<file path="src/hw/rtl/wsd_pkg.sv">
// ----------------------------------------------------------------------------
// wsd_pkg
// Shared types and constants of the websocket frame deframer.
// ----------------------------------------------------------------------------
package wsd_pkg;

	typedef enum logic [2:0] {
		PH_HDR   = 3'd0,
		PH_LEN   = 3'd1,
		PH_EXT16 = 3'd2,
		PH_EXT64 = 3'd3,
		PH_MASK  = 3'd4,
		PH_DATA  = 3'd5
	} phase_t;

	localparam logic [6:0] OP_TEXT   = 7'h01;
	localparam logic [6:0] OP_BINARY = 7'h02;
	localparam logic [6:0] OP_CLOSE  = 7'h08;

	localparam logic [6:0] LEN_EXT16 = 7'd126;
	localparam logic [6:0] LEN_EXT64 = 7'd127;

	typedef struct packed {
		logic       hit;
		logic [7:0] data;
		logic       kind;
		logic       last;
		logic       close;
	} wsd_res_t;

endpackage

</file>
<file path="src/hw/rtl/wsd_parser.sv">
// ----------------------------------------------------------------------------
// wsd_parser
// Frame header parser and payload unmasker, one byte per step.
// ----------------------------------------------------------------------------
module wsd_parser (
	input  logic              clk,
	input  logic              arst_n,
	input  logic              step,
	input  logic [7:0]        rx_data,
	output wsd_pkg::wsd_res_t res
);
	import wsd_pkg::*;

	phase_t      phase_q,  phase_d;
	logic [2:0]  count_q,  count_d;
	logic        fin_q,    fin_d;
	logic [6:0]  opcode_q, opcode_d;
	logic        masked_q, masked_d;
	logic [31:0] key_q,    key_d;
	logic [63:0] remain_q, remain_d;
	logic [1:0]  midx_q,   midx_d;

	logic [2:0]  count_inc;
	logic [7:0]  key_byte;
	logic        len_done;

	assign count_inc = count_q + 3'd1;

	always_comb begin
		case (midx_q)
			2'd0:    key_byte = key_q[31:24];
			2'd1:    key_byte = key_q[23:16];
			2'd2:    key_byte = key_q[15:8];
			default: key_byte = key_q[7:0];
		endcase
	end

	always_comb begin
		phase_d  = phase_q;
		count_d  = count_q;
		fin_d    = fin_q;
		opcode_d = opcode_q;
		masked_d = masked_q;
		key_d    = key_q;
		remain_d = remain_q;
		midx_d   = midx_q;
		len_done = 1'b0;
		res      = '0;

		case (phase_q)
			PH_LEN: begin
				masked_d = rx_data[7];
				midx_d   = 2'd0;
				key_d    = '0;
				count_d  = 3'd0;
				if (rx_data[6:0] == LEN_EXT16) begin
					remain_d = '0;
					phase_d  = PH_EXT16;
				end else if (rx_data[6:0] == LEN_EXT64) begin
					remain_d = '0;
					phase_d  = PH_EXT64;
				end else begin
					remain_d = {57'd0, rx_data[6:0]};
					len_done = 1'b1;
				end
			end
			PH_EXT16, PH_EXT64: begin
				remain_d = {remain_q[55:0], rx_data};
				count_d  = count_inc;
				if ((phase_q == PH_EXT16 && count_inc == 3'd2) ||
				    (phase_q == PH_EXT64 && count_inc == 3'd0)) begin
					len_done = 1'b1;
				end
			end
			PH_MASK: begin
				key_d   = {key_q[23:0], rx_data};
				count_d = count_inc;
				if (count_inc[2]) begin
					count_d = 3'd0;
					phase_d = (remain_q == 64'd0) ? PH_HDR : PH_DATA;
				end
			end
			PH_DATA: begin
				if (fin_q && (opcode_q == OP_TEXT || opcode_q == OP_BINARY)) begin
					res.hit  = 1'b1;
					res.data = rx_data ^ (masked_q ? key_byte : 8'd0);
					res.kind = (opcode_q == OP_BINARY);
					res.last = (remain_q == 64'd1);
				end
				midx_d   = midx_q + 2'd1;
				remain_d = remain_q - 64'd1;
				if (remain_q == 64'd1) begin
					phase_d = PH_HDR;
				end
			end
			default: begin
				fin_d    = rx_data[7];
				opcode_d = rx_data[6:0];
				count_d  = 3'd0;
				phase_d  = PH_LEN;
				if (rx_data[7] && rx_data[6:0] == OP_CLOSE) begin
					res.hit   = 1'b1;
					res.close = 1'b1;
				end
			end
		endcase

		// length complete: go to mask key, payload or next header
		if (len_done) begin
			count_d = 3'd0;
			if (masked_d) begin
				phase_d = PH_MASK;
			end else if (remain_d == 64'd0) begin
				phase_d = PH_HDR;
			end else begin
				phase_d = PH_DATA;
			end
		end
	end

	always_ff @(posedge clk or negedge arst_n) begin
		if (!arst_n) begin
			phase_q  <= PH_HDR;
			count_q  <= '0;
			fin_q    <= 1'b0;
			opcode_q <= '0;
			masked_q <= 1'b0;
			key_q    <= '0;
			remain_q <= '0;
			midx_q   <= '0;
		end else if (step) begin
			phase_q  <= phase_d;
			count_q  <= count_d;
			fin_q    <= fin_d;
			opcode_q <= opcode_d;
			masked_q <= masked_d;
			key_q    <= key_d;
			remain_q <= remain_d;
			midx_q   <= midx_d;
		end
	end

endmodule

</file>
<file path="src/hw/rtl/websocket_frame_deframer.sv">
// ----------------------------------------------------------------------------
// websocket_frame_deframer
// Client websocket frame parser: unmasked text and binary payload bytes
// and close events from a received byte stream.
// ----------------------------------------------------------------------------
// pipeline: input register, then result register; bytes with no result
// are absorbed silently
// throughput: one byte per cycle while a held result is not stalled by out_ready
// reset: arst_n clears the pipeline valids and returns the parser to
// waiting for a frame header
module websocket_frame_deframer (
	input  logic       clk,
	input  logic       arst_n,
	input  logic       in_valid,
	output logic       in_ready,
	input  logic [7:0] rx_byte,
	output logic       out_valid,
	input  logic       out_ready,
	output logic [7:0] out_byte,
	output logic       frame_kind,
	output logic       last_byte,
	output logic       event_res
);
	import wsd_pkg::*;

	logic       valid_s1;
	logic [7:0] byte_s1;
	logic       slot_free;
	logic       adv_s1;
	wsd_res_t   res;

	logic       out_valid_q;
	logic [7:0] out_byte_q;
	logic       kind_q;
	logic       last_q;
	logic       close_q;

	assign slot_free = !out_valid_q || out_ready;
	assign adv_s1    = valid_s1 && slot_free;
	assign in_ready  = !valid_s1 || slot_free;

	always_ff @(posedge clk or negedge arst_n) begin
		if (!arst_n) begin
			valid_s1 <= 1'b0;
		end else if (in_valid && in_ready) begin
			valid_s1 <= 1'b1;
		end else if (adv_s1) begin
			valid_s1 <= 1'b0;
		end
	end

	always_ff @(posedge clk) begin
		if (in_valid && in_ready) begin
			byte_s1 <= rx_byte;
		end
	end

	wsd_parser u_parser (
		.clk     (clk),
		.arst_n  (arst_n),
		.step    (adv_s1),
		.rx_data (byte_s1),
		.res     (res)
	);

	always_ff @(posedge clk or negedge arst_n) begin
		if (!arst_n) begin
			out_valid_q <= 1'b0;
		end else if (adv_s1) begin
			out_valid_q <= res.hit;
		end else if (out_ready) begin
			out_valid_q <= 1'b0;
		end
	end

	always_ff @(posedge clk) begin
		if (adv_s1 && res.hit) begin
			out_byte_q <= res.data;
			kind_q     <= res.kind;
			last_q     <= res.last;
			close_q    <= res.close;
		end
	end

	assign out_valid  = out_valid_q;
	assign out_byte   = out_byte_q;
	assign frame_kind = kind_q;
	assign last_byte  = last_q;
	assign event_res  = close_q;

	a_close_clean: assert property (@(posedge clk) disable iff (!arst_n)
		out_valid && event_res |-> out_byte == 8'd0 && !frame_kind && !last_byte)
		else $error("close event with nonzero payload fields");

	a_ready_low: assert property (@(posedge clk) disable iff (!arst_n)
		!in_ready |-> valid_s1 && out_valid_q && !out_ready)
		else $error("input stalled without a blocked result");

	a_hit_lands: assert property (@(posedge clk) disable iff (!arst_n)
		adv_s1 && res.hit |=> out_valid)
		else $error("parser result lost");

	a_no_invent: assert property (@(posedge clk) disable iff (!arst_n)
		!adv_s1 && !out_valid |=> !out_valid)
		else $error("result appeared without a parser step");

endmodule

</file>
<file path="config.mk">
export PLATFORM = sky130hd
export DESIGN_NAME = websocket_frame_deframer
export DESIGN_NICKNAME = d
export VERILOG_FILES = /design/src/hw/rtl/wsd_pkg.sv /design/src/hw/rtl/wsd_parser.sv /design/src/hw/rtl/websocket_frame_deframer.sv
export SDC_FILE = /design/constraint.sdc
export NUM_CORES = 1
export LEC_CHECK = 0
export ABC_AREA = 1
export BUFFER_PORTS_ARGS = -buffer_cell sky130_fd_sc_hd__buf_2
export CAP_MARGIN = 20
export CORE_MARGIN = 2
export CORE_UTILIZATION = 35
export CTS_CLUSTER_DIAMETER = 40
export DETAILED_ROUTE_END_ITERATION = 10
export PLACE_DENSITY = 0.49
export SLEW_MARGIN = 25
export SYNTH_ARGS = -nofsm -noshare
export SYNTH_HDL_FRONTEND = slang
export SYNTH_HIERARCHICAL = 1
export SYNTH_SLANG_ARGS = --single-unit
</file>
<file path="constraint.sdc">
create_clock -name clk -period 2.4 [get_ports clk]
set_clock_uncertainty 0.1 [all_clocks]
set_input_delay 0.48 -clock clk [delete_from_list [all_inputs] [get_ports clk]]
set_output_delay 0.48 -clock clk [all_outputs]
set_load 0.05 [all_outputs]
</file>
# ---- Word-level counts from Yosys, hierarchy flattened
# Index checks and enable logic that the tools add are counted.
dict set report word_totals {
  register_bits 134
  input_bits 12
  out_inout_bits 13
  elab_cells 100
}
dict set report op_classes {
  add_sub_neg 3
  eq_ne 19
  mux 31
  n_bitwise 2
  n_reduce_logical 30
}
# cell n
set ops {}
lappend ops {{64-bit case mux with 3 select lines} 1}
lappend ops {{64-bit logical NOT} 2}
lappend ops {{64-bit by 1-bit equality test with 1-bit output (second input constant)} 1}
lappend ops {{64-bit 2-to-1 mux} 1}
lappend ops {{32-bit case mux with 2 select lines} 1}
lappend ops {{64-bit by 1-bit subtractor with 64-bit output (second input constant)} 1}
lappend ops {{3-bit 2-to-1 mux} 9}
lappend ops {{8-bit case mux with 3 select lines} 1}
lappend ops {{7-bit equality test (second input constant)} 2}
lappend ops {{3-bit case mux with 4 select lines} 1}
lappend ops {{11-bit 2-to-1 mux} 1}
lappend ops {{2-bit AND reduction} 5}
lappend ops {{3-bit by 2-bit equality test with 1-bit output (second input constant)} 3}
lappend ops {{1-bit 2-to-1 mux} 9}
lappend ops {{3-bit case mux with 3 select lines} 1}
lappend ops {{8-bit 2-to-1 mux} 1}
lappend ops {{2-bit nonzero test} 4}
lappend ops {{8-bit bitwise XOR} 1}
lappend ops {{7-bit by 1-bit equality test with 1-bit output (second input constant)} 1}
lappend ops {{7-bit by 2-bit equality test with 1-bit output (second input constant)} 1}
lappend ops {{7-bit by 4-bit equality test with 1-bit output (second input constant)} 1}
lappend ops {{1-bit logical AND} 7}
lappend ops {{7-bit 2-to-1 mux} 1}
lappend ops {{3-bit equality test (second input constant)} 2}
lappend ops {{other kinds (20)} 27}

# ---- Logic depth before layout (Yosys ltp)
dict set report logic_depth {
  word_depth 8
  depth_mapped 18
  ltp_nobuf 18
}

# ---- By module
# Netlist, hierarchy kept.
# module n_inst cells_each area_per_inst_um2 seq_area_each_um2
set modules_own_cells {}
lappend modules_own_cells {wsd_parser 1 1294 8251.7 2827.7}
lappend modules_own_cells {websocket_frame_deframer 1 34 676.9 620.6}

# ---- Worst setup path after synthesis
# No wires, ideal clock.
dict set report synth_path {
  kind {register to register}
  from {register u_parser.phase_q[1]}
  to {register close_q, in the netlist event_res (enable)}
  setup_ns 0.378
  arrival_time_ns 2.164
  required_ns 1.922
  slack_ns -0.242
  path_stages_with_launch 11
  n_path_buf 2
  synth_period_minus_slack_ns 2.642
  path_cell_list {dfrtp_1 -> inv_1 -> nand2_1 -> nor2_4 -> buf_2 -> buf_4 -> nand4_1 -> a21oi_2 -> or2_2 -> inv_1 -> nor2_1}
}
# item line_no
set synth_rtl {}
lappend synth_rtl {{start, declared} wsd_parser.sv:14} ;# phase_t phase_q, phase_d;
lappend synth_rtl {{start signal, assigned} wsd_parser.sv:132} ;# phase_q <= phase_d;
lappend synth_rtl {{end signal, assigned} websocket_frame_deframer.sv:81} ;# close_q <= res.close;
lappend synth_rtl {{end, declared} websocket_frame_deframer.sv:36} ;# logic close_q;

# ---- Worst setup path after layout
dict set report layout_path {
  from {register u_parser.remain_q[0]}
  to {register u_parser.phase_q[2]}
}
dict set report layout_via {
  elab_chain_len 6
  word_cells_on_any_way 13
  cone_classes {1 x add/sub; 2 x eq/ne; 7 x mux; 3 x reduce/logical}
}
# item line_no
set layout_rtl {}
lappend layout_rtl {{start, declared} wsd_parser.sv:20} ;# logic [63:0] remain_q, remain_d;
lappend layout_rtl {{start signal, assigned} wsd_parser.sv:138} ;# remain_q <= remain_d;
lappend layout_rtl {{64-bit by 1-bit subtractor with 64-bit output} wsd_parser.sv:91} ;# remain_d = remain_q - 64'd1;
lappend layout_rtl {{64-bit case mux with 3 select lines} wsd_parser.sv:50} ;# case (phase_q)
lappend layout_rtl {{64-bit logical NOT} wsd_parser.sv:113} ;# end else if (remain_d == 64'd0) begin
lappend layout_rtl {{3-bit 2-to-1 mux} wsd_parser.sv:113}
lappend layout_rtl {{3-bit 2-to-1 mux} wsd_parser.sv:111} ;# if (masked_d) begin
lappend layout_rtl {{3-bit 2-to-1 mux} wsd_parser.sv:109} ;# if (len_done) begin
# Several ways; a longest one is shown, not always the timed one. The select of a mux whose other input is x is not followed.
# A chain may end at the register's enable or synchronous reset.

==> impl_results.md <==
- Status: complete, but fails checks
- Failing checks: setup timing
- Tmin final: 2.60 ns
- WS Path Type: reg2reg
- Max-Cap Viols: 0
- CTS Buf Count: 17
- Number of antenna diodes: 0
- Worst setup margin: -0.203 ns
- Clock latency on the worst-skew pair: 0.43 ns
- Data required, critical path: 2.61 ns
- First-pass GRT wire length: 50200 µm
- Mapped Cells: 1328
- Slew @ Worst Pin: 0.375 ns
- Via/cell ratio: 5.03
- Layout area overhead: 36.7%
- Slew HR: 74.8%
- F_max: 384 MHz
- Hold Path Depth: 1
- Final WL: 31100 µm
- Hold WC Path Type: in2reg
- Die Y: 164 µm
- Worst path depth: 18
- Clock-pin slew on the worst setup and hold paths: 0.07 ns
- Iteration-0 DRC Markers: 794
- Placed cells: 1844
- Maximum fanout along the worst path: 6
- Clk root buf: clkbuf_16
- # IOs: 25
- DR WL/cell: 16.3 µm
- CP startpoint kind: flip-flop
- Nets: 1591
- CP Capture Type: flip-flop
- Initial antenna violation count: 0
- Dpl hpwl: 22600 µm
- Final hold viol count: 0
- Routed Antenna Nets: 0
- CP Cell Sequence: inv_2, buf_4, nand2_4, nor2_8, nand2_4, nor2_4, buf_6, nand3_2, nand3_2, nand2_2, nor2_1, nand2_1, nor2_1, nand2_1, nor2_4, nand3_2, nand2_1, a21oi_1
- Dpl ws: -0.368 ns
- Port bufs: 24
- Sequential area share after synthesis: 38.6%
- GRT Overall Usage: 24.1%
- Setup TNS: -0.432 ns
- Synth Area per Inst: 6.72 µm²
- Largest net degree at the start of global routing: 89
- Share of cells above drive strength 1: 27.2%
- Clk buf depth: 2
- Vias in the first global route: 9134
- CTS Sinks: 134
- DR vias: 9624
- Gpl congestion: 0.846
- Final Non-Filler Cells: 1912
- CP Data Arrival Time: 2.81 ns
- Residual DRC: 0
- Count of pins over their slew limit: 0
- CTS HTree Levels: 4
- Slowest Stage Delay on Critical Path: 0.39 ns
- Final setup fails: 3
- CTS tree: done
- FF-to-FF path depth: 18
- RSZ-0062 raised after global routing: true
- Critical path's slowest cell: dfrtp_1
- Row cnt: 58
- Die X: 164 µm
- Placeable core area: 25100 µm²
- Mapped Area: 8930 µm²
- Yosys reg bits: 134
- Overflow after GRT: 0
- Yosys warns: 6
- Crit-path leading delay family: simple AND/OR/NAND/NOR gates
- Initial Util: 35.6%
- Mapped Nets: 1350
- Tcrit/Tclk final: 108%
- Die area: 26800 µm²
- Initial DRT Pass Iterations: 6
- Distinct cells, synth: 35
- Critical path buffers and inverters: 3
-- path summary, 6_finish.rpt --
check / startpoint / endpoint / slack (ns)
setup / recovery: u_parser/remain_q[0] / u_parser/phase_q[2] / -0.20
setup reg to reg: u_parser/remain_q[0] / u_parser/phase_q[2] / -0.20
hold / removal: rx_byte[1] / byte_s1[1] / 0.12
max in group asynchronous: arst_n / u_parser/remain_q[8] / 1.16
hold reg to reg: u_parser/opcode_q[4] / u_parser/opcode_q[4] / 0.40
min in group asynchronous: arst_n / u_parser/remain_q[10] / 0.41
-- state kept, by name, indices dropped and copies added (netlist names), 2 cells and up --
register / cells
u_parser/remain_q: 64
u_parser/key_q: 32
byte_s1: 8
out_byte: 8
u_parser/opcode_q: 7
u_parser/count_q: 3
u_parser/phase_q: 3
u_parser/midx_q: 2
-- cell usage after synthesis, drive strengths merged --
cell type	count	area, µm²
o221ai	13	114
inv	148	556
edfxtp	19	571
a21oi	30	154
nand4	8	50.1
dfrtp	115	2880
nand3	129	651
and2	3	18.8
nor2	210	905
a32oi	1	8.76
a22oi	37	278
nor3	5	25.0
ha	10	125
nand3b	2	15.0
o211ai	12	90.1
buf	20	100
or2	3	18.8
o21ai	125	626
o2111ai	1	8.76
o22ai	25	156
clkbuf	25	93.8
nand2	386	1480
nor4	1	6.26
-- kinds of logic after synthesis --
family	share of synthesized area (%)
and+or+nand+nor	35.5
buffers and inverters	8.39
adders and majority gates	1.40
AOI/OAI and AO/OA	16.1
DFF	38.6
-- worst register-to-register path, stage by stage (launching register included) --
cell and delay [ns]:
dfrtp_1 0.39, inv_2 0.09, buf_4 0.13, nand2_4 0.09, nor2_8 0.22, nand2_4 0.11, nor2_4 0.26, buf_6 0.14
nand3_2 0.07, nand3_2 0.08, nand2_2 0.06, nor2_1 0.09, nand2_1 0.09, nor2_1 0.11, nand2_1 0.10, nor2_4 0.14
nand3_2 0.07, nand2_1 0.07, a21oi_1 0.05
-- cell usage in the layout, fill, tap and decap left out, types with 6 or more instances in the layout --
cell,n
clkbuf_16,17
dfrtp_1,110
nand3_2,13
nor2_2,43
nand4_1,8
inv_1,141
o22ai_1,25
nand2_1,357
buf_4,228
buf_2,23
ha_1,9
nand2_2,22
inv_2,6
nor2_1,139
buf_12,10
nor2_4,27
nand2_4,6
o221ai_1,13
o21ai_0,122
a21oi_1,29
edfxtp_1,19
nand3_1,115
o211ai_1,12
a22oi_1,37
-- through the flow --
step	cell area [µm²]	hold WS, ns	utilization [%]
after floorplan	8940	0.0844	-
after global routing	12200	0.104	48.6
after global placement	10900	0.318	43.5
final	12200	0.121	48.6
after detailed placement	10900	0.318	43.5
after CTS	12000	0.104	47.8
-- metal layers --
metal	wire, µm	track usage, %
met1	15000	34.7
met5	0	0
met2	14300	38.6
met3	1300	3.08
met4	526	5.54
-- layout make-up --
class                           instances  area (µm²)
Multi-Input combinational cell       1001        5120
Timing Repair Buffer                  267        2090
Clock inverter                         15         143
Inverter                              148         557
Tap cell                              330         413
Clock buffer                           17         425
Fill cell                            2576       12900
Sequential cell                       134        3450
-- what timing repair did --
item                                   in CTS  in global routing
pin swaps                                  47                 31
hold buffers                                1                  0
endpoints found under the hold margin      15                  0
resized for setup                          87                 36
setup endpoints to repair                   3                 15
setup buffers                              27                  9
Power is left out: the tool's default activity adds up to more than one toggle a clock period on the data nets, which glitch-free logic cannot reach.
